===== src/hw/rtl/ceacc_pkg.sv =====
`default_nettype none
// ----------------------------------------------------------------------------
// ceacc_pkg
// Shared constants, types and command/status bundles of the character
// energy accumulator.
// ----------------------------------------------------------------------------
package ceacc_pkg;

  localparam int MAX_PIXELS_DEFAULT = 4096;

  localparam int ANGLE_W = 15;
  localparam int THR_W   = 14;
  localparam int SUM_W   = 26;
  localparam int CNT_W   = 13;
  localparam int MEAN_W  = 14;
  localparam int FRAC_W  = 16;
  localparam int PROD_W  = 27;   // count * pi

  localparam int COUNT_LIMIT = 8191;

  localparam logic [THR_W-1:0]   THR_RESET = 14'd7721;
  localparam logic [13:0]        PI_Q      = 14'd12868;
  localparam logic [14:0]        TWO_PI_Q  = 15'd25736;
  localparam logic signed [14:0] ANGLE_PI  = 15'sd12868;

  // divider geometry
  localparam int DVD_W  = 44;
  localparam int DVS_W  = 28;
  localparam int QUO_W  = 17;
  localparam int STEP_W = 6;

  localparam int MEAN_DVD_W = 27;
  localparam int FRAC_DVD_W = 29;

  typedef enum logic [1:0] {
    DIV_MEAN,
    DIV_FRAC,
    DIV_ENERGY
  } div_sel_t;

  typedef struct packed {
    logic     capture;
    logic     accumulate;
    logic     prep;
    logic     div_load;
    logic     div_step;
    logic     store;
    logic     finish;
    div_sel_t sel;
  } cmd_t;

  typedef struct packed {
    logic cap_last;
    logic n_zero;
    logic div_last;
    logic out_free;
  } status_t;

endpackage
`default_nettype wire


===== src/hw/rtl/ceacc_div.sv =====
`default_nettype none
// ----------------------------------------------------------------------------
// ceacc_div
// Restoring divider, one quotient bit per cycle while step is high,
// left-aligned dividend, overflow flag for quotient bits shifted out.
// ----------------------------------------------------------------------------
module ceacc_div (
  input  wire logic                         clk,
  input  wire logic                         rst,
  input  wire logic                         load,
  input  wire logic                         step,
  input  wire logic [ceacc_pkg::DVD_W-1:0]  dividend,
  input  wire logic [ceacc_pkg::DVS_W-1:0]  divisor,
  input  wire logic [ceacc_pkg::STEP_W-1:0] steps,
  output logic      [ceacc_pkg::QUO_W-1:0]  quotient,
  output logic                              overflow,
  output logic                              last
);

  logic [ceacc_pkg::DVD_W-1:0]  dvd;
  logic [ceacc_pkg::DVS_W-1:0]  dvs;
  logic [ceacc_pkg::DVS_W-1:0]  rem;
  logic [ceacc_pkg::STEP_W-1:0] cnt;
  logic [ceacc_pkg::DVS_W:0]    rem_sh;
  logic [ceacc_pkg::DVS_W:0]    rem_sub;
  logic                         qbit;

  always_comb begin
    rem_sh  = {rem, dvd[ceacc_pkg::DVD_W-1]};
    rem_sub = rem_sh - {1'b0, dvs};
    qbit    = (rem_sh >= {1'b0, dvs});
  end

  assign last = (cnt == ceacc_pkg::STEP_W'(1));

  always_ff @(posedge clk) begin
    if (rst) begin
      cnt <= '0;
    end else if (load) begin
      cnt <= steps;
    end else if (step) begin
      cnt <= cnt - ceacc_pkg::STEP_W'(1);
    end
  end

  always_ff @(posedge clk) begin
    if (load) begin
      dvd      <= dividend;
      dvs      <= divisor;
      rem      <= '0;
      quotient <= '0;
      overflow <= 1'b0;
    end else if (step) begin
      dvd      <= {dvd[ceacc_pkg::DVD_W-2:0], 1'b0};
      rem      <= qbit ? rem_sub[ceacc_pkg::DVS_W-1:0] : rem_sh[ceacc_pkg::DVS_W-1:0];
      quotient <= {quotient[ceacc_pkg::QUO_W-2:0], qbit};
      overflow <= overflow | quotient[ceacc_pkg::QUO_W-1];
    end
  end

endmodule
`default_nettype wire


===== src/hw/rtl/ceacc_dp.sv =====
`default_nettype none
// ----------------------------------------------------------------------------
// ceacc_dp
// Datapath: input capture, angle difference accumulation, dividend setup,
// shared divider, result and output registers.
// ----------------------------------------------------------------------------
module ceacc_dp #(
  parameter int MAX_PIXELS = ceacc_pkg::MAX_PIXELS_DEFAULT
) (
  input  wire logic                                clk,
  input  wire logic                                rst,
  input  wire ceacc_pkg::cmd_t                     cmd,
  output ceacc_pkg::status_t                       status,
  input  wire logic                                cfg_wr_en,
  input  wire logic        [ceacc_pkg::THR_W-1:0]  cfg_wr_data,
  input  wire logic signed [ceacc_pkg::ANGLE_W-1:0] edge_angle,
  input  wire logic signed [ceacc_pkg::ANGLE_W-1:0] pair_angle,
  input  wire logic                                pair_found,
  input  wire logic                                last_pixel,
  output logic                                     out_valid,
  input  wire logic                                out_stall,
  output logic                                     result_valid,
  output logic             [ceacc_pkg::MEAN_W-1:0] mean_difference,
  output logic             [ceacc_pkg::FRAC_W-1:0] opposite_fraction,
  output logic             [ceacc_pkg::FRAC_W-1:0] char_energy
);

  localparam int CAP = (MAX_PIXELS > ceacc_pkg::COUNT_LIMIT) ?
                       ceacc_pkg::COUNT_LIMIT : MAX_PIXELS;
  localparam logic [ceacc_pkg::CNT_W-1:0] CAP_N = ceacc_pkg::CNT_W'(CAP);

  logic [ceacc_pkg::THR_W-1:0]  threshold;
  logic signed [ceacc_pkg::ANGLE_W:0] diff;
  logic                         in_range;
  logic                         cap_pair;
  logic                         cap_last;

  logic [ceacc_pkg::SUM_W-1:0]  sum;
  logic [ceacc_pkg::CNT_W-1:0]  opp;
  logic [ceacc_pkg::CNT_W-1:0]  cnt;
  logic [ceacc_pkg::PROD_W-1:0] prod_o;
  logic [ceacc_pkg::PROD_W-1:0] prod_n;

  logic [ceacc_pkg::MEAN_W-1:0] res_mean;
  logic [ceacc_pkg::FRAC_W-1:0] res_frac;
  logic [ceacc_pkg::FRAC_W-1:0] res_energy;

  logic [ceacc_pkg::ANGLE_W-1:0] d_abs;
  logic [ceacc_pkg::THR_W-1:0]   d_wrap;
  logic [ceacc_pkg::SUM_W:0]     sum_wide;
  logic                          acc_en;

  logic [ceacc_pkg::MEAN_DVD_W-1:0] mean_dvd;
  logic [ceacc_pkg::FRAC_DVD_W-1:0] frac_dvd;
  logic [ceacc_pkg::DVS_W-1:0]      num_hi;
  logic [ceacc_pkg::DVD_W-1:0]      div_dividend;
  logic [ceacc_pkg::DVS_W-1:0]      div_divisor;
  logic [ceacc_pkg::STEP_W-1:0]     div_steps;
  logic [ceacc_pkg::QUO_W-1:0]      quo;
  logic                             quo_ovf;
  logic                             div_last;

  // ---- accumulation ----
  always_comb begin
    d_abs    = diff[ceacc_pkg::ANGLE_W] ? ceacc_pkg::ANGLE_W'(-diff)
                                        : diff[ceacc_pkg::ANGLE_W-1:0];
    d_wrap   = (d_abs > 15'(ceacc_pkg::PI_Q)) ? 14'(ceacc_pkg::TWO_PI_Q - d_abs)
                                              : d_abs[ceacc_pkg::THR_W-1:0];
    sum_wide = {1'b0, sum} + 27'(d_wrap);
    acc_en   = cmd.accumulate && cap_pair && (cnt < CAP_N);
  end

  always_ff @(posedge clk) begin
    if (rst) begin
      threshold <= ceacc_pkg::THR_RESET;
    end else if (cfg_wr_en) begin
      threshold <= cfg_wr_data;
    end
  end

  always_ff @(posedge clk) begin
    if (cmd.capture) begin
      diff     <= {edge_angle[ceacc_pkg::ANGLE_W-1], edge_angle}
                - {pair_angle[ceacc_pkg::ANGLE_W-1], pair_angle};
      in_range <= (edge_angle >= -ceacc_pkg::ANGLE_PI) && (edge_angle <= ceacc_pkg::ANGLE_PI)
               && (pair_angle >= -ceacc_pkg::ANGLE_PI) && (pair_angle <= ceacc_pkg::ANGLE_PI);
      cap_pair <= pair_found;
      cap_last <= last_pixel;
    end
  end

  always_ff @(posedge clk) begin
    if (rst) begin
      sum <= '0;
      opp <= '0;
      cnt <= '0;
    end else if (cmd.finish) begin
      sum <= '0;
      opp <= '0;
      cnt <= '0;
    end else if (acc_en) begin
      cnt <= cnt + ceacc_pkg::CNT_W'(1);
      if (in_range) begin
        sum <= sum_wide[ceacc_pkg::SUM_W] ? '1 : sum_wide[ceacc_pkg::SUM_W-1:0];
        if (d_wrap >= threshold) begin
          opp <= opp + ceacc_pkg::CNT_W'(1);
        end
      end
    end
  end

  // ---- division setup ----
  always_ff @(posedge clk) begin
    if (cmd.prep) begin
      prod_o <= ceacc_pkg::PROD_W'(opp) * ceacc_pkg::PROD_W'(ceacc_pkg::PI_Q);
      prod_n <= ceacc_pkg::PROD_W'(cnt) * ceacc_pkg::PROD_W'(ceacc_pkg::PI_Q);
    end
  end

  always_comb begin
    mean_dvd = ceacc_pkg::MEAN_DVD_W'(sum) + ceacc_pkg::MEAN_DVD_W'(cnt >> 1);
    frac_dvd = {opp, 16'b0} + ceacc_pkg::FRAC_DVD_W'(cnt >> 1);
    num_hi   = ceacc_pkg::DVS_W'(sum) + ceacc_pkg::DVS_W'(prod_o);
    unique case (cmd.sel)
      ceacc_pkg::DIV_MEAN: begin
        div_dividend = {mean_dvd, {(ceacc_pkg::DVD_W-ceacc_pkg::MEAN_DVD_W){1'b0}}};
        div_divisor  = ceacc_pkg::DVS_W'(cnt);
        div_steps    = ceacc_pkg::STEP_W'(ceacc_pkg::MEAN_DVD_W);
      end
      ceacc_pkg::DIV_FRAC: begin
        div_dividend = {frac_dvd, {(ceacc_pkg::DVD_W-ceacc_pkg::FRAC_DVD_W){1'b0}}};
        div_divisor  = ceacc_pkg::DVS_W'(cnt);
        div_steps    = ceacc_pkg::STEP_W'(ceacc_pkg::FRAC_DVD_W);
      end
      ceacc_pkg::DIV_ENERGY: begin
        // (sum + opp*pi) * 65536 + n*pi over 2*n*pi
        div_dividend = {num_hi, 16'b0} + ceacc_pkg::DVD_W'(prod_n);
        div_divisor  = {prod_n, 1'b0};
        div_steps    = ceacc_pkg::STEP_W'(ceacc_pkg::DVD_W);
      end
      default: begin
        div_dividend = '0;
        div_divisor  = '0;
        div_steps    = '0;
      end
    endcase
  end

  ceacc_div u_div (
    .clk      (clk),
    .rst      (rst),
    .load     (cmd.div_load),
    .step     (cmd.div_step),
    .dividend (div_dividend),
    .divisor  (div_divisor),
    .steps    (div_steps),
    .quotient (quo),
    .overflow (quo_ovf),
    .last     (div_last)
  );

  always_ff @(posedge clk) begin
    if (cmd.store) begin
      case (cmd.sel)
        ceacc_pkg::DIV_MEAN:
          res_mean <= (quo_ovf || quo > 17'h03FFF) ? '1 : quo[ceacc_pkg::MEAN_W-1:0];
        ceacc_pkg::DIV_FRAC:
          res_frac <= (quo_ovf || quo[ceacc_pkg::QUO_W-1]) ? '1 : quo[ceacc_pkg::FRAC_W-1:0];
        default:
          res_energy <= (quo_ovf || quo[ceacc_pkg::QUO_W-1]) ? '1 : quo[ceacc_pkg::FRAC_W-1:0];
      endcase
    end
  end

  // ---- output register ----
  always_ff @(posedge clk) begin
    if (rst) begin
      out_valid <= 1'b0;
    end else if (cmd.finish) begin
      out_valid <= 1'b1;
    end else if (out_valid && !out_stall) begin
      out_valid <= 1'b0;
    end
  end

  always_ff @(posedge clk) begin
    if (cmd.finish) begin
      result_valid      <= (cnt != '0);
      mean_difference   <= (cnt != '0) ? res_mean   : '0;
      opposite_fraction <= (cnt != '0) ? res_frac   : '0;
      char_energy       <= (cnt != '0) ? res_energy : '0;
    end
  end

  always_comb begin
    status.cap_last = cap_last;
    status.n_zero   = (cnt == '0);
    status.div_last = div_last;
    status.out_free = !out_valid || !out_stall;
  end

endmodule
`default_nettype wire


===== src/hw/rtl/ceacc_ctrl.sv =====
`default_nettype none
// ----------------------------------------------------------------------------
// ceacc_ctrl
// Controller: sequences request capture, accumulation, the three
// end-of-object divisions (none for an empty object) and the output hand-off.
// ----------------------------------------------------------------------------
module ceacc_ctrl (
  input  wire logic               clk,
  input  wire logic               rst,
  input  wire logic               in_valid,
  output logic                    in_stall,
  input  wire ceacc_pkg::status_t status,
  output ceacc_pkg::cmd_t         cmd
);

  typedef enum logic [2:0] {
    ST_IDLE,
    ST_ACC,
    ST_PREP,
    ST_LOAD,
    ST_RUN,
    ST_STORE,
    ST_FINISH
  } state_t;

  state_t               state;
  ceacc_pkg::div_sel_t  sel;

  assign in_stall = (state != ST_IDLE);

  always_comb begin
    cmd            = '0;
    cmd.sel        = sel;
    cmd.capture    = (state == ST_IDLE) && in_valid;
    cmd.accumulate = (state == ST_ACC);
    cmd.prep       = (state == ST_PREP);
    cmd.div_load   = (state == ST_LOAD);
    cmd.div_step   = (state == ST_RUN);
    cmd.store      = (state == ST_STORE);
    cmd.finish     = (state == ST_FINISH) && status.out_free;
  end

  always_ff @(posedge clk) begin
    if (rst) begin
      state <= ST_IDLE;
      sel   <= ceacc_pkg::DIV_MEAN;
    end else begin
      unique case (state)
        ST_IDLE: begin
          if (in_valid) state <= ST_ACC;
        end
        ST_ACC: begin
          state <= status.cap_last ? ST_PREP : ST_IDLE;
        end
        ST_PREP: begin
          sel   <= ceacc_pkg::DIV_MEAN;
          state <= status.n_zero ? ST_FINISH : ST_LOAD;
        end
        ST_LOAD: begin
          state <= ST_RUN;
        end
        ST_RUN: begin
          if (status.div_last) state <= ST_STORE;
        end
        ST_STORE: begin
          unique case (sel)
            ceacc_pkg::DIV_MEAN: begin
              sel   <= ceacc_pkg::DIV_FRAC;
              state <= ST_LOAD;
            end
            ceacc_pkg::DIV_FRAC: begin
              sel   <= ceacc_pkg::DIV_ENERGY;
              state <= ST_LOAD;
            end
            default: begin
              state <= ST_FINISH;
            end
          endcase
        end
        ST_FINISH: begin
          if (status.out_free) state <= ST_IDLE;
        end
        default: begin
          state <= ST_IDLE;
        end
      endcase
    end
  end

endmodule
`default_nettype wire


===== src/hw/rtl/character_energy_accumulator_top.sv =====
`default_nettype none
// ----------------------------------------------------------------------------
// character_energy_accumulator_top
// Accumulates wrapped gradient direction differences over an object's
// contour pixels and reports mean difference, opposite fraction and energy.
// ----------------------------------------------------------------------------
// An ordinary pixel request is captured, then accumulated in one adder pass.
// When the object had paired pixels, the request marked last_pixel also runs
// three divisions one after another on a single shared restoring divider, one
// quotient bit per cycle (27, 29 and 44 bits, plus load and store steps).
// Without paired pixels the divisions are skipped. The result sits in an
// output register; the block keeps taking pixels while it waits, and only
// holds at the end of the next object if that result is still stalled.
// opposite_threshold may be written at any idle time.
// ----------------------------------------------------------------------------
module character_energy_accumulator_top #(
  parameter int MAX_PIXELS = ceacc_pkg::MAX_PIXELS_DEFAULT
) (
  input  wire logic                                 clk,
  input  wire logic                                 rst,
  input  wire logic                                 cfg_wr_en,
  input  wire logic        [ceacc_pkg::THR_W-1:0]   cfg_wr_data,
  input  wire logic                                 in_valid,
  output logic                                      in_stall,
  input  wire logic signed [ceacc_pkg::ANGLE_W-1:0] edge_angle,
  input  wire logic signed [ceacc_pkg::ANGLE_W-1:0] pair_angle,
  input  wire logic                                 pair_found,
  input  wire logic                                 last_pixel,
  output logic                                      out_valid,
  input  wire logic                                 out_stall,
  output logic                                      result_valid,
  output logic             [ceacc_pkg::MEAN_W-1:0]  mean_difference,
  output logic             [ceacc_pkg::FRAC_W-1:0]  opposite_fraction,
  output logic             [ceacc_pkg::FRAC_W-1:0]  char_energy
);

  ceacc_pkg::cmd_t    cmd;
  ceacc_pkg::status_t status;

  ceacc_ctrl u_ctrl (
    .clk      (clk),
    .rst      (rst),
    .in_valid (in_valid),
    .in_stall (in_stall),
    .status   (status),
    .cmd      (cmd)
  );

  ceacc_dp #(
    .MAX_PIXELS (MAX_PIXELS)
  ) u_dp (
    .clk               (clk),
    .rst               (rst),
    .cmd               (cmd),
    .status            (status),
    .cfg_wr_en         (cfg_wr_en),
    .cfg_wr_data       (cfg_wr_data),
    .edge_angle        (edge_angle),
    .pair_angle        (pair_angle),
    .pair_found        (pair_found),
    .last_pixel        (last_pixel),
    .out_valid         (out_valid),
    .out_stall         (out_stall),
    .result_valid      (result_valid),
    .mean_difference   (mean_difference),
    .opposite_fraction (opposite_fraction),
    .char_energy       (char_energy)
  );

`ifndef NO_ASSERTIONS
  // an accepted request always occupies the accumulate cycle
  a_accept_busy: assert property (@(posedge clk) disable iff (rst)
    (in_valid && !in_stall) |=> in_stall)
    else $error("request accepted on back-to-back cycles");

  // mean of wrapped differences never exceeds pi
  a_mean_range: assert property (@(posedge clk) disable iff (rst)
    out_valid |-> (mean_difference <= ceacc_pkg::MEAN_W'(ceacc_pkg::PI_Q)))
    else $error("mean difference above pi");

  // an empty object reports all zeros
  a_empty_zero: assert property (@(posedge clk) disable iff (rst)
    (out_valid && !result_valid) |->
      (mean_difference == '0 && opposite_fraction == '0 && char_energy == '0))
    else $error("empty object reported nonzero fields");

  // a new result is loaded only while the input side is held off
  a_load_busy: assert property (@(posedge clk) disable iff (rst)
    cmd.finish |-> in_stall)
    else $error("result loaded while accepting requests");
`endif

endmodule
`default_nettype wire


===== config.mk =====
export PLATFORM = sky130hd
export DESIGN_NAME = character_energy_accumulator_top
export DESIGN_NICKNAME = d
export VERILOG_FILES = /design/src/hw/rtl/ceacc_pkg.sv /design/src/hw/rtl/ceacc_div.sv /design/src/hw/rtl/ceacc_dp.sv /design/src/hw/rtl/ceacc_ctrl.sv /design/src/hw/rtl/character_energy_accumulator_top.sv
export SDC_FILE = /design/constraint.sdc
export NUM_CORES = 1
export LEC_CHECK = 0
export ABC_AREA = 1
export BUFFER_PORTS_ARGS = -buffer_cell sky130_fd_sc_hd__buf_2
export CORE_UTILIZATION = 50
export CTS_CLUSTER_DIAMETER = 150
export CTS_CLUSTER_SIZE = 24
export DETAILED_ROUTE_END_ITERATION = 8
export GPL_TIMING_DRIVEN = 1
export PLACE_DENSITY = 0.76
export SETUP_SLACK_MARGIN = 0.05
export SLEW_MARGIN = 40
export SYNTH_ARGS = -nofsm -noshare
export SYNTH_HDL_FRONTEND = slang
export SYNTH_HIERARCHICAL = 1
export SYNTH_SLANG_ARGS = --single-unit

===== constraint.sdc =====
create_clock -name clk -period 17.4 [get_ports clk]
set_input_delay 1.74 -clock clk [delete_from_list [all_inputs] [get_ports clk]]
set_output_delay 1.74 -clock clk [all_outputs]
set_load 0.02 [all_outputs]

# Yosys cells after proc, flatten, opt, wreduce, memory -nomap -nowiden

Index checks and enable logic that the tools add are counted.

Word-level logic and storage cells: 117
Output and inout bits: 49
Input bits: 51
Register bits after elaboration: 358

$mul: 2
$add $sub $neg: 12
Bitwise logic cells: 2
Reduce and logical (&&, ||, !) cells: 30
Eq/ne operators: 13
Mux-type cells: 23
Magnitude comparators: 9

Operators with widths:

| kind                   | count |
|---|---|
| $pmux 44 s3            | 1 |
| $mux 44                | 2 |
| $pmux 28 s2            | 1 |
| $mul 13x12->25 const B | 2 |
| $add 44x27->44         | 1 |
| $ge 15x15->1 const B   | 2 |
| $le 15x15->1 const B   | 2 |
| $add 29x12->29         | 1 |
| $ge 29x28->1           | 1 |
| $add 26x27->28         | 1 |
| $mux 28                | 1 |
| $sub 28x28->28         | 1 |
| $add 26x12->27         | 1 |
| $add 26x14->27         | 1 |
| $add 13x1->13 const B  | 2 |
| $mux 26                | 1 |
| $pmux 3 s7             | 1 |
| $pmux 6 s3             | 1 |
| $gt 17x14->1 const B   | 1 |
| $mux 16                | 1 |
| $sub 15x15->16         | 1 |
| $gt 15x14->1 const B   | 1 |
| $mux 15                | 1 |
| $mux 3                 | 5 |
| other kinds (33)       | 58 |

# Longest topological paths before layout

Gate-level depths: netlist of the first run.

Depth in word-level cells: 6
Gate-level depth with buffers: 33

# By module

Netlist of the first run, hierarchy kept.

Modules (own cells, without submodules):

| module     | cells an instance | area each (sq um) | instances | sequential area each (sq um) |
|---|---|---|---|---|
| ceacc_dp   | 2591              | 19946.6           | 1         | 6206.0 |
| ceacc_div  | 972               | 7163.1            | 1         | 3203.1 |
| ceacc_ctrl | 53                | 317.8             | 1         | 100.1 |

# Worst setup path before layout of the first run

No wires, ideal clock.

Path type: in2reg
From: in out_stall
To: reg u_dp/cnt[2] (netlist name)
Data required time: 17.272 ns
Library setup time: 0.128 ns
Path slack: 9.377 ns
Stages: 7
Data arrival time: 7.895 ns
Path through: nand2_1 -> inv_1 -> nor4_1 -> nor2_1 -> clkinv_1 -> clkbuf_1 -> nor2_1

RTL lines:

| element                | line                                   | RTL |
|---|---|---|
| start: declaration     | character_energy_accumulator_top.sv:30 | `input wire logic out_stall,` |
| end signal: assignment | ceacc_dp.sv:102                        | `cnt <= cnt + ceacc_pkg::CNT_W'(1);` |
| end: declaration       | ceacc_dp.sv:40                         | `logic [ceacc_pkg::CNT_W-1:0] cnt;` |

# Worst setup path after layout of the first run

From: reg u_dp/cnt[1] (netlist name)
To: reg u_dp/prod_n[22] (netlist name), data pin

Word-level cells in the longest chain between the ends: 1

Ends and longest elaborated chain:

| element                | line            | RTL |
|---|---|---|
| $mul 13x12->25         | ceacc_dp.sv:116 | `prod_n <= ceacc_pkg::PROD_W'(cnt) * ceacc_pkg::PROD_W'(ceacc_pkg::PI_Q);` |
| end signal: assignment | ceacc_dp.sv:116 |  |
| end: declaration       | ceacc_dp.sv:42  | `logic [ceacc_pkg::PROD_W-1:0] prod_n;` |

No other way between the ends.
A chain may end at the register's enable or synchronous reset.

==> results.sh, run 1 <==
export IMPL_end_kind="register"
export IMPL_p_leak_uw=0.0151
export IMPL_slew_headroom_pct=50.6
export IMPL_avgRoutedWirePerCell_um=14.7
export IMPL_path_cells="inv_1, ha_1, ha_1, inv_1, fa_1, fa_1, inv_1, ha_1, ha_1, a21oi_1, a21boi_0, o21ai_0, a31oi_1, o21ai_0, nand2_1, nand2_1, xor2_1"
export IMPL_die_y_um=236
export IMPL_syn_area_um2=27400
export IMPL_grt_pass1_vias=21600
export IMPL_port_buffers=99
export IMPL_synth_adder_area_share_pct=16.8
export IMPL_hold_viol=0
export IMPL_drc=0
export IMPL_tritoncts="done"
export IMPL_synth_seq_cells=358
export IMPL_syn_inst=3616
export IMPL_slew_violations=0
export IMPL_initial_core_util_pct=50.8
export IMPL_drv_cap=0
export IMPL_area_delta_synth_final_pct=6.35
export IMPL_hp_class="reg -> reg"
export IMPL_cts_root_buf="clkbuf_16"
export IMPL_ys_seq_area_share_pct=34.7
export IMPL_fin_crit_ns=4.62
export IMPL_crit_top_cell="ha_1"
export IMPL_antenna_found_initial=0
export IMPL_clock_latency_ns=0.56
export IMPL_synth_top_family_by_area="simple AND/OR/NAND/NOR gates"
export IMPL_dp_hpwl_um=51600
export IMPL_cp_required_ns=17.71
export IMPL_powerDensity_nw_per_um2=117
export IMPL_ys_warn_count=6
export IMPL_cp_arrival_ns=4.93
export IMPL_core_um2=54000
export IMPL_clock_sinks=358
export IMPL_synth_most_common_cell="nand2_1"
export IMPL_postRouteAntennaNets=0
export IMPL_routed_wl_um=64900
export IMPL_worst_slew_pin_slew_ns=0.741
export IMPL_firstDrtPassIters=6
export IMPL_status="finished clean"
export IMPL_synth_area_per_cell_um2=7.59
export IMPL_synth_area_mux_share_pct=0
export IMPL_cp_start_kind="register"
export IMPL_die_area_um2=55800
export IMPL_numCtsBuffers=18
export IMPL_worst_path_buf_inv=3
export IMPL_ys_types=63
export IMPL_gp_congestion=0.953
export IMPL_synthSimpleGateAreaFrac_pct=24.7
export IMPL_setup_viol=0
export IMPL_synth_xor_area_share_pct=4.01
export IMPL_worst_path_max_fanout=8
export IMPL_crit_type="reg -> reg"
export IMPL_max_stage_delay_ns=0.52
export IMPL_dp_slack_ns=12.84
export IMPL_crit_slowest_cell="fa_1"
export IMPL_path_clk_slew_ns=0.11
export IMPL_max_freq_ghz=0.216
export IMPL_synth_top_cell_area_share_pct=25.6
export IMPL_clock_path_buffers=3
export IMPL_cts_setup_buffers=0
export IMPL_tns_ns=0
export IMPL_grt_usage_pct=23.2
export IMPL_grt_setup_unrepaired="false"
export IMPL_p_total_uw=3400
export IMPL_rows=85
export IMPL_synthTopCellsByCount="nand2_1 (1027), inv_1 (631), ha_1 (294)"
export IMPL_min_path_cells=2
export IMPL_drt_iter0_drc=1664
export IMPL_final_util_pct=54.0
export IMPL_cts_resized=0
export IMPL_critical_path_top_delay_family="adder cells"
export IMPL_synth_compound_area_share_pct=9.83
export IMPL_final_nets=4080
export IMPL_grt_max_degree=81
export IMPL_viasPerCell=5.21
export IMPL_io_pins=100
export IMPL_rr_worst_depth=17
export IMPL_fill_cells=5178
export IMPL_synth_top_area_cell="edfxtp_1"
export IMPL_drive_above_1_share_pct=6.62
export IMPL_async_flop_share_pct=0
export IMPL_htreeDepth=1
export IMPL_synth_edf_count=234
export IMPL_vias=22900
export IMPL_yosys_top_cells_area="edfxtp_1 (26%), nand2_1 (14%), ha_1 (13%)"
export IMPL_fin_skew_ns=0.0298
export IMPL_period_share_pct=26.5
export IMPL_cp_depth=17
export IMPL_hold_buffers=0
export IMPL_synth_flop_cell="edfxtp_1"
export IMPL_gr_total_overflow=0
export IMPL_grt_pass1_wl_um=107000
export IMPL_die_w_um=236
export IMPL_setup_slack_ns=12.78
export IMPL_ir_drop_mv=0.147
==> per-layer routing <==
metal / track usage, % / share of wire [%]
met1: 32.2 / 46
met2: 39.2 / 46
met3: 2.35 / 5.7
met4: 4.84 / 1.9
met5: 0 / 0
==> registers in the layout, indices dropped and copies added, names as in the netlist, 17 cells and up <==
signal and count:
u_dp/u_div/rem 28, u_dp/sum 26, u_dp/u_div/dvd 44, u_dp/prod_o 25
u_dp/u_div/dvs 28, u_dp/u_div/quotient 17, u_dp/prod_n 25
==> through the flow <==
| step | cells | cell area [µm²] | hold slack (ns) |
|---|---|---|---|
| 2_1_floorplan | 3617 | 27400 | 0.435 |
| 3_3_place_gp | 4365 | 28600 | 0.455 |
| 3_5_place_dp | 4365 | 28600 | 0.461 |
| 4_1_cts | 4397 | 29200 | 0.475 |
| 5_1_grt | 4397 | 29200 | 0.489 |
| 6_report | 4398 | 29200 | 0.473 |
==> tightest hold or removal path: cells and delay by family (launching register included) <==
kind / cells / cell delay, ns
AO/OA/AOI/OAI: 1 / 0.06
buffers and inverters: 1 / 0.07
flip-flops: 1 / 0.31
==> cell type report <==
class                           instances  area, µm²  area share (%)
Timing Repair Buffer                  115        619            2.12
Clock inverter                          1       16.3          0.0558
Sequential cell                       358       9510            32.6
Inverter                              650       2440            8.36
Tap cell                              696        871            2.99
Clock buffer                           31        509            1.75
Antenna cell                            1       2.50         0.00858
Multi-Input combinational cell       2546      15200            52.1
==> power by group <==
group	total, µW	switching, µW	internal (µW)
Clock	475	272	204
Sequential	1200	98.8	1100
Combinational	1720	1150	577
==> cell usage in the layout, fill, tap and decap left out, types with 24 or more instances in the layout <==
cell type	synthesis	layout
a21oi_1	194	194
a31oi_1	39	39
buf_2	7	99
dfxtp_1	124	124
edfxtp_1	234	234
fa_1	46	46
ha_1	294	294
inv_1	631	630
nand2_1	1027	1027
nand2_2	24	24
nand3_1	178	178
nand4_1	34	34
nor2_1	231	227
nor2_2	23	27
nor3_1	28	27
o21ai_0	128	128
o22ai_1	33	33
xnor2_1	35	35
xor2_1	87	87
==> cells by family after synthesis <==
kind of cell | after synthesis
flops | 358
fa+ha+maj | 340
compound gates | 477
other cells | 1
xor+xnor | 124
buf+inv | 713
simple gates | 1603
==> worst paths after layout <==
path / from / slack [ns] / endpoint
hold reg to reg: u_dp/threshold[8] / 0.47 / u_dp/threshold[8]
setup reg to reg: u_dp/cnt[1] / 12.78 / u_dp/prod_n[22]
hold / removal: u_dp/threshold[8] / 0.47 / u_dp/threshold[8]
setup / recovery: u_dp/cnt[1] / 12.78 / u_dp/prod_n[22]
Note: power is estimated with default switching activity, not from simulation.
==> inputs of run 2 (changes only) <==
--- a/config.mk
+++ b/config.mk
@@ -12,7 +12,7 @@
 export CTS_CLUSTER_SIZE = 24
 export DETAILED_ROUTE_END_ITERATION = 8
 export GPL_TIMING_DRIVEN = 1
-export PLACE_DENSITY = 0.76
+export PLACE_DENSITY = 0.78
 export SETUP_SLACK_MARGIN = 0.05
 export SLEW_MARGIN = 40
 export SYNTH_ARGS = -nofsm -noshare
==> constraint.sdc (replaced) <==
create_clock -name clk -period 4.2 [get_ports clk]
set_input_delay 0.42 -clock clk [delete_from_list [all_inputs] [get_ports clk]]
set_output_delay 0.42 -clock clk [all_outputs]
set_load 0.02 [all_outputs]
==> run 2 against run 1 <==
  * Clock skew decreased by 0.0013 ns
  * Core utilization increased by 1.7 points
  * Via count increased by 2.4%
  * Sequential share of layout area decreased by 0.92 points
  * Sequential power increased to 4.2 times the previous value
  * Routed wire length increased by 2.6%
  * Design area increased by 3.1%
  * Register-to-register slack got worse by 13 ns
  * Flip-flop and latch count unchanged
  * Global-route usage increased by 0.56 points
  * Total power increased to 4.3 times the previous value
  * Largest power group unchanged
  * Highest routed layer unchanged
==> results.sh, run 2 (same netlist as run 1, synthesis figures left out) <==
export IMPL_clock_path_buffers=3
export IMPL_clock_latency_ns=0.55
export IMPL_instances_no_fill=4471
export IMPL_dp_hpwl_um=52900
export IMPL_design_area_um2=30100
export IMPL_regMostFlops="u_dp/u_div/dvd"
export IMPL_gp_congestion=0.947
export IMPL_rows=85
export IMPL_clock_sinks=358
export IMPL_end_kind="register"
export IMPL_grt_pass1_wl_um=109000
export IMPL_area_delta_synth_final_pct=9.66
export IMPL_ir_drop_mv=0.321
export IMPL_viasPerCell=5.25
export IMPL_gr_total_overflow=0
export IMPL_drt_iter0_drc=1690
export IMPL_fill_cells=5021
export IMPL_cp_required_ns=4.52
export IMPL_status="finished clean"
export IMPL_p_leak_uw=0.0155
export IMPL_die_area_um2=55800
export IMPL_antenna_cells=0
export IMPL_core_um2=54000
export IMPL_fin_skew_ns=0.0285
export IMPL_worst_slew_pin_slew_ns=0.849
export IMPL_postRouteAntennaNets=0
export IMPL_crit_type="reg -> reg"
export IMPL_max_freq_ghz=0.251
export IMPL_port_buffers=99
export IMPL_grt_pass1_vias=22300
export IMPL_slew_headroom_pct=43.3
export IMPL_die_w_um=236
export IMPL_hp_class="in -> reg"
export IMPL_firstDrtPassIters=5
export IMPL_drive_above_1_share_pct=10.1
export IMPL_place_area_um2=29100
export IMPL_grt_setup_unrepaired="true"
export IMPL_period_share_pct=94.7
export IMPL_numCtsBuffers=18
export IMPL_fin_crit_ns=3.98
export IMPL_cp_arrival_ns=4.30
export IMPL_tritoncts="done"
export IMPL_final_nets=4154
export IMPL_final_cell_mix="nand2_1 (1023), inv_1 (627), ha_1 (281)"
export IMPL_worst_path_max_fanout=6
export IMPL_p_total_uw=14700
export IMPL_place_inst=4425
export IMPL_antenna_found_initial=0
export IMPL_grt_max_degree=80
export IMPL_powerDensity_nw_per_um2=490
export IMPL_drv_cap=0
export IMPL_cts_root_buf="clkbuf_16"
export IMPL_die_y_um=236
export IMPL_final_common_cell="nand2_1"
export IMPL_register_area_um2=9530
export IMPL_vias=23500
export IMPL_initial_core_util_pct=50.8
export IMPL_grt_usage_pct=23.8
export IMPL_setup_viol=0
export IMPL_htreeDepth=1
export IMPL_hold_viol=0
export IMPL_multiInputGateArea_um2=15500
export IMPL_cp_start_kind="register"
export IMPL_path_clk_slew_ns=0.11
export IMPL_reg_top3="u_dp/u_div/dvd x44, u_dp/u_div/dvs x28, u_dp/u_div/rem x28"
export IMPL_drc=0
export IMPL_io_pins=100
export IMPL_avgRoutedWirePerCell_um=14.9
export IMPL_largest_reg_flops=44
export IMPL_routed_wl_um=66500
export IMPL_slew_violations=0
[run 2: cell count changes in the layout (fill, tap and decap cells not counted), sizes merged]
cell,before,now
clkinv,7,6
buf,115,188
nand2,1054,1055
clkinvlp,0,1
diode,1,0
[run 2: cell type report]
cell class	count	share of cell area (%)
Sequential cell	358	31.7
Multi-Input combinational cell	2547	51.6
Clock inverter	1	0.0541
Inverter	650	8.14
Timing Repair Buffer	188	3.89
Clock buffer	31	1.69
Tap cell	696	2.90
[run 2: metal layers]
metal  vias up  GRT usage (%)  wire length (µm)
met5         -              0                 0
met4         0           5.63              1370
met1     10800           31.8             30000
met2       631           40.9             31300
li1      12000              -                 -
met3       101           2.82              3890
[run 2: worst paths after layout]
path / start / to / slack (ns) / cells after the start
max: u_dp/cnt[1] / u_dp/prod_n[22] / 0.22 / 17
min reg2reg: u_dp/threshold[8] / u_dp/threshold[8] / 0.47 / 2
max reg2reg: u_dp/cnt[1] / u_dp/prod_n[22] / 0.22 / 17
min: cfg_wr_data[12] / u_dp/threshold[12] / 0.08 / 3
[run 2: repair_timing]
action,CTS,global route
resized for setup,9,77
buffers inserted,0,13
setup endpoints to repair,18,57
cloned,0,1
pin swaps,2,24
hold buffers,0,0
[run 2: power breakdown]
part,leakage [µW],internal [µW],switching [µW]
Clock,0.000250,843,1130
Sequential,0.00318,4560,413
Combinational,0.0120,2730,5060
[run 2: worst max-delay path: stages (launching register included)]
cell and delay [ns]:
dfxtp_4 0.39, inv_1 0.06, ha_1 0.29, ha_1 0.28
inv_1 0.04, fa_1 0.46, fa_1 0.53, inv_1 0.05
ha_1 0.28, ha_1 0.32, a21oi_1 0.15, a21boi_2 0.22
o21ai_2 0.10, a31oi_1 0.22, o21ai_1 0.11, nand2_1 0.07
nand2_1 0.05, xor2_1 0.14
[run 2: through the flow]
stage	setup TNS, ns	hold WS, ns	worst slack, ns	utilization, %
after floorplan	0	0.435	0.0536	-
after global placement	0	0.454	0.0191	53.9
after detailed placement	-0.136	0.460	-0.0656	53.9
after CTS	0	0.0624	0.0530	54.9
after global routing	-0.0317	0.0573	-0.0317	55.7
final	0	0.0807	0.223	55.7
==> inputs of run 3 (changes only) <==
--- a/config.mk
+++ b/config.mk
@@ -7,12 +7,12 @@
 export LEC_CHECK = 0
 export ABC_AREA = 1
 export BUFFER_PORTS_ARGS = -buffer_cell sky130_fd_sc_hd__buf_2
-export CORE_UTILIZATION = 50
+export CORE_UTILIZATION = 58
 export CTS_CLUSTER_DIAMETER = 150
 export CTS_CLUSTER_SIZE = 24
 export DETAILED_ROUTE_END_ITERATION = 8
 export GPL_TIMING_DRIVEN = 1
-export PLACE_DENSITY = 0.78
+export PLACE_DENSITY = 0.87
 export SETUP_SLACK_MARGIN = 0.05
 export SLEW_MARGIN = 40
 export SYNTH_ARGS = -nofsm -noshare
==> run 3 against run 2 <==
  * Clock power is essentially flat
  * Final cell count shrank 1.8%
  * Maximum frequency shrank 2.7%
  * Combinational power grew 5.8%
  * Via count grew 3.6%
  * Hold slack gained 0.0039 ns
  * Global-route usage grew 4.2 points
  * Sequential share of layout area shrank 0.22 points
  * Clock skew shrank 0.0064 ns
  * Setup slack lost 0.11 ns
  * Count of clock-buffer cells in the layout is the same
  * Die area shrank 14%
  * Largest cell class unchanged
  * Largest power group unchanged
  * Highest routed layer unchanged
==> results.sh, run 3 (same netlist as run 1, synthesis figures left out) <==
export IMPL_die_area_um2=48200
export IMPL_die_y_um=219
export IMPL_p_int_uw=8330
export IMPL_status="finished clean"
export IMPL_firstDrtPassIters=8
export IMPL_r2r_start="u_dp/opp[1]"
export IMPL_place_inst=4333
export IMPL_tns_ns=0
export IMPL_tritoncts="done"
export IMPL_clock_sinks=358
export IMPL_clock_path_buffers=3
export IMPL_grt_pass1_vias=22600
export IMPL_regMostFlops="u_dp/u_div/dvd"
export IMPL_cts_root_buf="clkbuf_16"
export IMPL_swShare_pct=45.2
export IMPL_avgRoutedWirePerCell_um=15.8
export IMPL_dp_hpwl_um=52700
export IMPL_instances_no_fill=4390
export IMPL_final_cell_mix="nand2_1 (1021), inv_1 (620), ha_1 (264)"
export IMPL_clock_latency_ns=0.55
export IMPL_rows=79
export IMPL_core_um2=46600
export IMPL_worst_slew_pin_slew_ns=0.790
export IMPL_port_buffers=99
export IMPL_worst_path_max_fanout=5
export IMPL_antenna_found_initial=0
export IMPL_vias=24300
export IMPL_final_nets=4162
export IMPL_path_clk_slew_ns=0.10
export IMPL_p_total_uw=15200
export IMPL_pwr_share_clk_pct=13.0
export IMPL_cp_arrival_ns=4.39
export IMPL_hp_class="in -> reg"
export IMPL_initial_core_util_pct=58.9
export IMPL_cp_start_kind="register"
export IMPL_powerDensity_nw_per_um2=501
export IMPL_gp_congestion=0.958
export IMPL_max_freq_ghz=0.245
export IMPL_gr_total_overflow=0
export IMPL_largest_reg_flops=44
export IMPL_period_share_pct=97.3
export IMPL_drc=0
export IMPL_rr_worst_depth=16
export IMPL_setup_viol=0
export IMPL_cp_required_ns=4.51
export IMPL_hold_buffers=0
export IMPL_reg2reg_slack_ns=0.11
export IMPL_comb_power_share_pct=54.2
export IMPL_reg_top3="u_dp/u_div/dvd x44, u_dp/u_div/dvs x28, u_dp/u_div/rem x28"
export IMPL_crit_type="reg -> reg"
export IMPL_area_delta_synth_final_pct=10.4
export IMPL_drive_above_1_share_pct=11.3
export IMPL_slew_violations=0
export IMPL_fin_crit_ns=4.09
export IMPL_final_common_cell="nand2_1"
export IMPL_hold_viol=0
export IMPL_ir_drop_mv=0.882
export IMPL_slew_headroom_pct=47.3
export IMPL_grt_usage_pct=27.9
export IMPL_io_pins=100
export IMPL_postRouteAntennaNets=0
export IMPL_end_kind="register"
export IMPL_p_leak_uw=0.0155
export IMPL_die_w_um=219
export IMPL_htreeDepth=1
export IMPL_p_sw_uw=6860
export IMPL_grt_pass1_wl_um=109000
export IMPL_drt_iter0_drc=2117
export IMPL_antenna_cells=0
export IMPL_power_frac_seq_pct=32.8
export IMPL_fin_skew_ns=0.0221
export IMPL_drv_cap=0
export IMPL_routed_wl_um=69200
export IMPL_r2r_end="u_dp/prod_o[21]"
export IMPL_critPathLaunch="u_dp/opp[1]"
export IMPL_critPathCapture="u_dp/prod_o[21]"
export IMPL_fill_cells=3783
export IMPL_grt_max_degree=80
export IMPL_numCtsBuffers=18
export IMPL_viasPerCell=5.54
run 3: changes by cell type in the layout (fill, tap and decap cells not counted), moves of 3 or more:
| cell | delta |
|---|---|
| ha_2 | +3 |
| dfxtp_2 | +4 |
| o21ai_1 | -4 |
| dfxtp_1 | -3 |
| ha_1 | -17 |
| a21oi_1 | -3 |
| o21ai_0 | -3 |
| inv_1 | -7 |
| inv_2 | +7 |
| buf_4 | +5 |
| o21ai_2 | +6 |
| ha_4 | +14 |
| a21oi_2 | +3 |
run 3: timing repair:
item / CTS / global route
buffers inserted: 0 / 22
endpoints found under the setup margin: 9 / 58
resized for setup: 6 / 124
cloned: 0 / 3
pin swaps: 1 / 34
run 3: power by group through the flow:
| stage | Sequential (µW) | Clock [µW] | Combinational [µW] |
|---|---|---|---|
| floorplan | 4910 | 0 | 5670 |
| CTS | 4960 | 2010 | 7310 |
| detailed placement | 5040 | 0 | 7250 |
| global placement | 5010 | 0 | 7060 |
| finish | 4980 | 1970 | 8240 |
| global route | 5040 | 2140 | 9140 |
run 3: layout make-up:
type | instances | area [µm²] | share of cell area, %
multi-input combinational | 2548 | 15800 | 52.1
timing repair inverter | 1 | 7.51 | 0.0248
sequential | 358 | 9530 | 31.5
timing repair buffer | 194 | 1230 | 4.06
inverter | 650 | 2450 | 8.09
tap | 607 | 759 | 2.51
clock inverter | 1 | 16.3 | 0.0537
clock buffer | 31 | 509 | 1.68
run 3: how the worst min path moves through the flow:
stage                  startpoint                  to  cells past startpoint
3_3_place_gp   u_dp/u_div/rem[27]  u_dp/u_div/rem[27]                      2
2_1_floorplan   u_dp/threshold[0]   u_dp/threshold[0]                      2
5_1_grt                last_pixel       u_dp/cap_last                      1
3_5_place_dp   u_dp/threshold[13]  u_dp/threshold[13]                      2
6_report           cfg_wr_data[9]   u_dp/threshold[9]                      3
4_1_cts                last_pixel       u_dp/cap_last                      1
run 3: metrics by stage:
stage / worst slack, ns / hold slack (ns) / instance area [µm²] / util (%)
final: 0.112 / 0.0846 / 30300 / 65.1
after global routing: -0.0988 / 0.0716 / 30300 / 65.1
after CTS: 0.0518 / 0.0687 / 29500 / 63.4
after detailed placement: -0.0430 / 0.462 / 29000 / 62.2
after global placement: 0.0806 / 0.454 / 29000 / 62.2
after floorplan: 0.0536 / 0.435 / 27500 / -
run 3: critical path, stage by stage, from the launching register on:
cell and delay (ns):
dfxtp_4 0.38, ha_1 0.29, inv_1 0.07, fa_1 0.44, fa_1 0.52, inv_1 0.05
fa_1 0.54, ha_4 0.23, ha_4 0.25, nand2_1 0.06, nand2_1 0.07, nand3_1 0.12
nand4_1 0.17, a31oi_2 0.28, o21ai_2 0.08, buf_4 0.14, xor2_1 0.13
run 3: layer usage:
metal | vias up | wire (µm) | global-route usage (%) | part of all wire [%]
li1 | 12000 | - | - | -
met1 | 11100 | 29500 | 36.4 | 43
met2 | 981 | 32700 | 48.3 | 47
met3 | 184 | 4650 | 3.17 | 6.7
met4 | 0 | 2370 | 8.77 | 3.4
met5 | - | 0 | 0 | 0
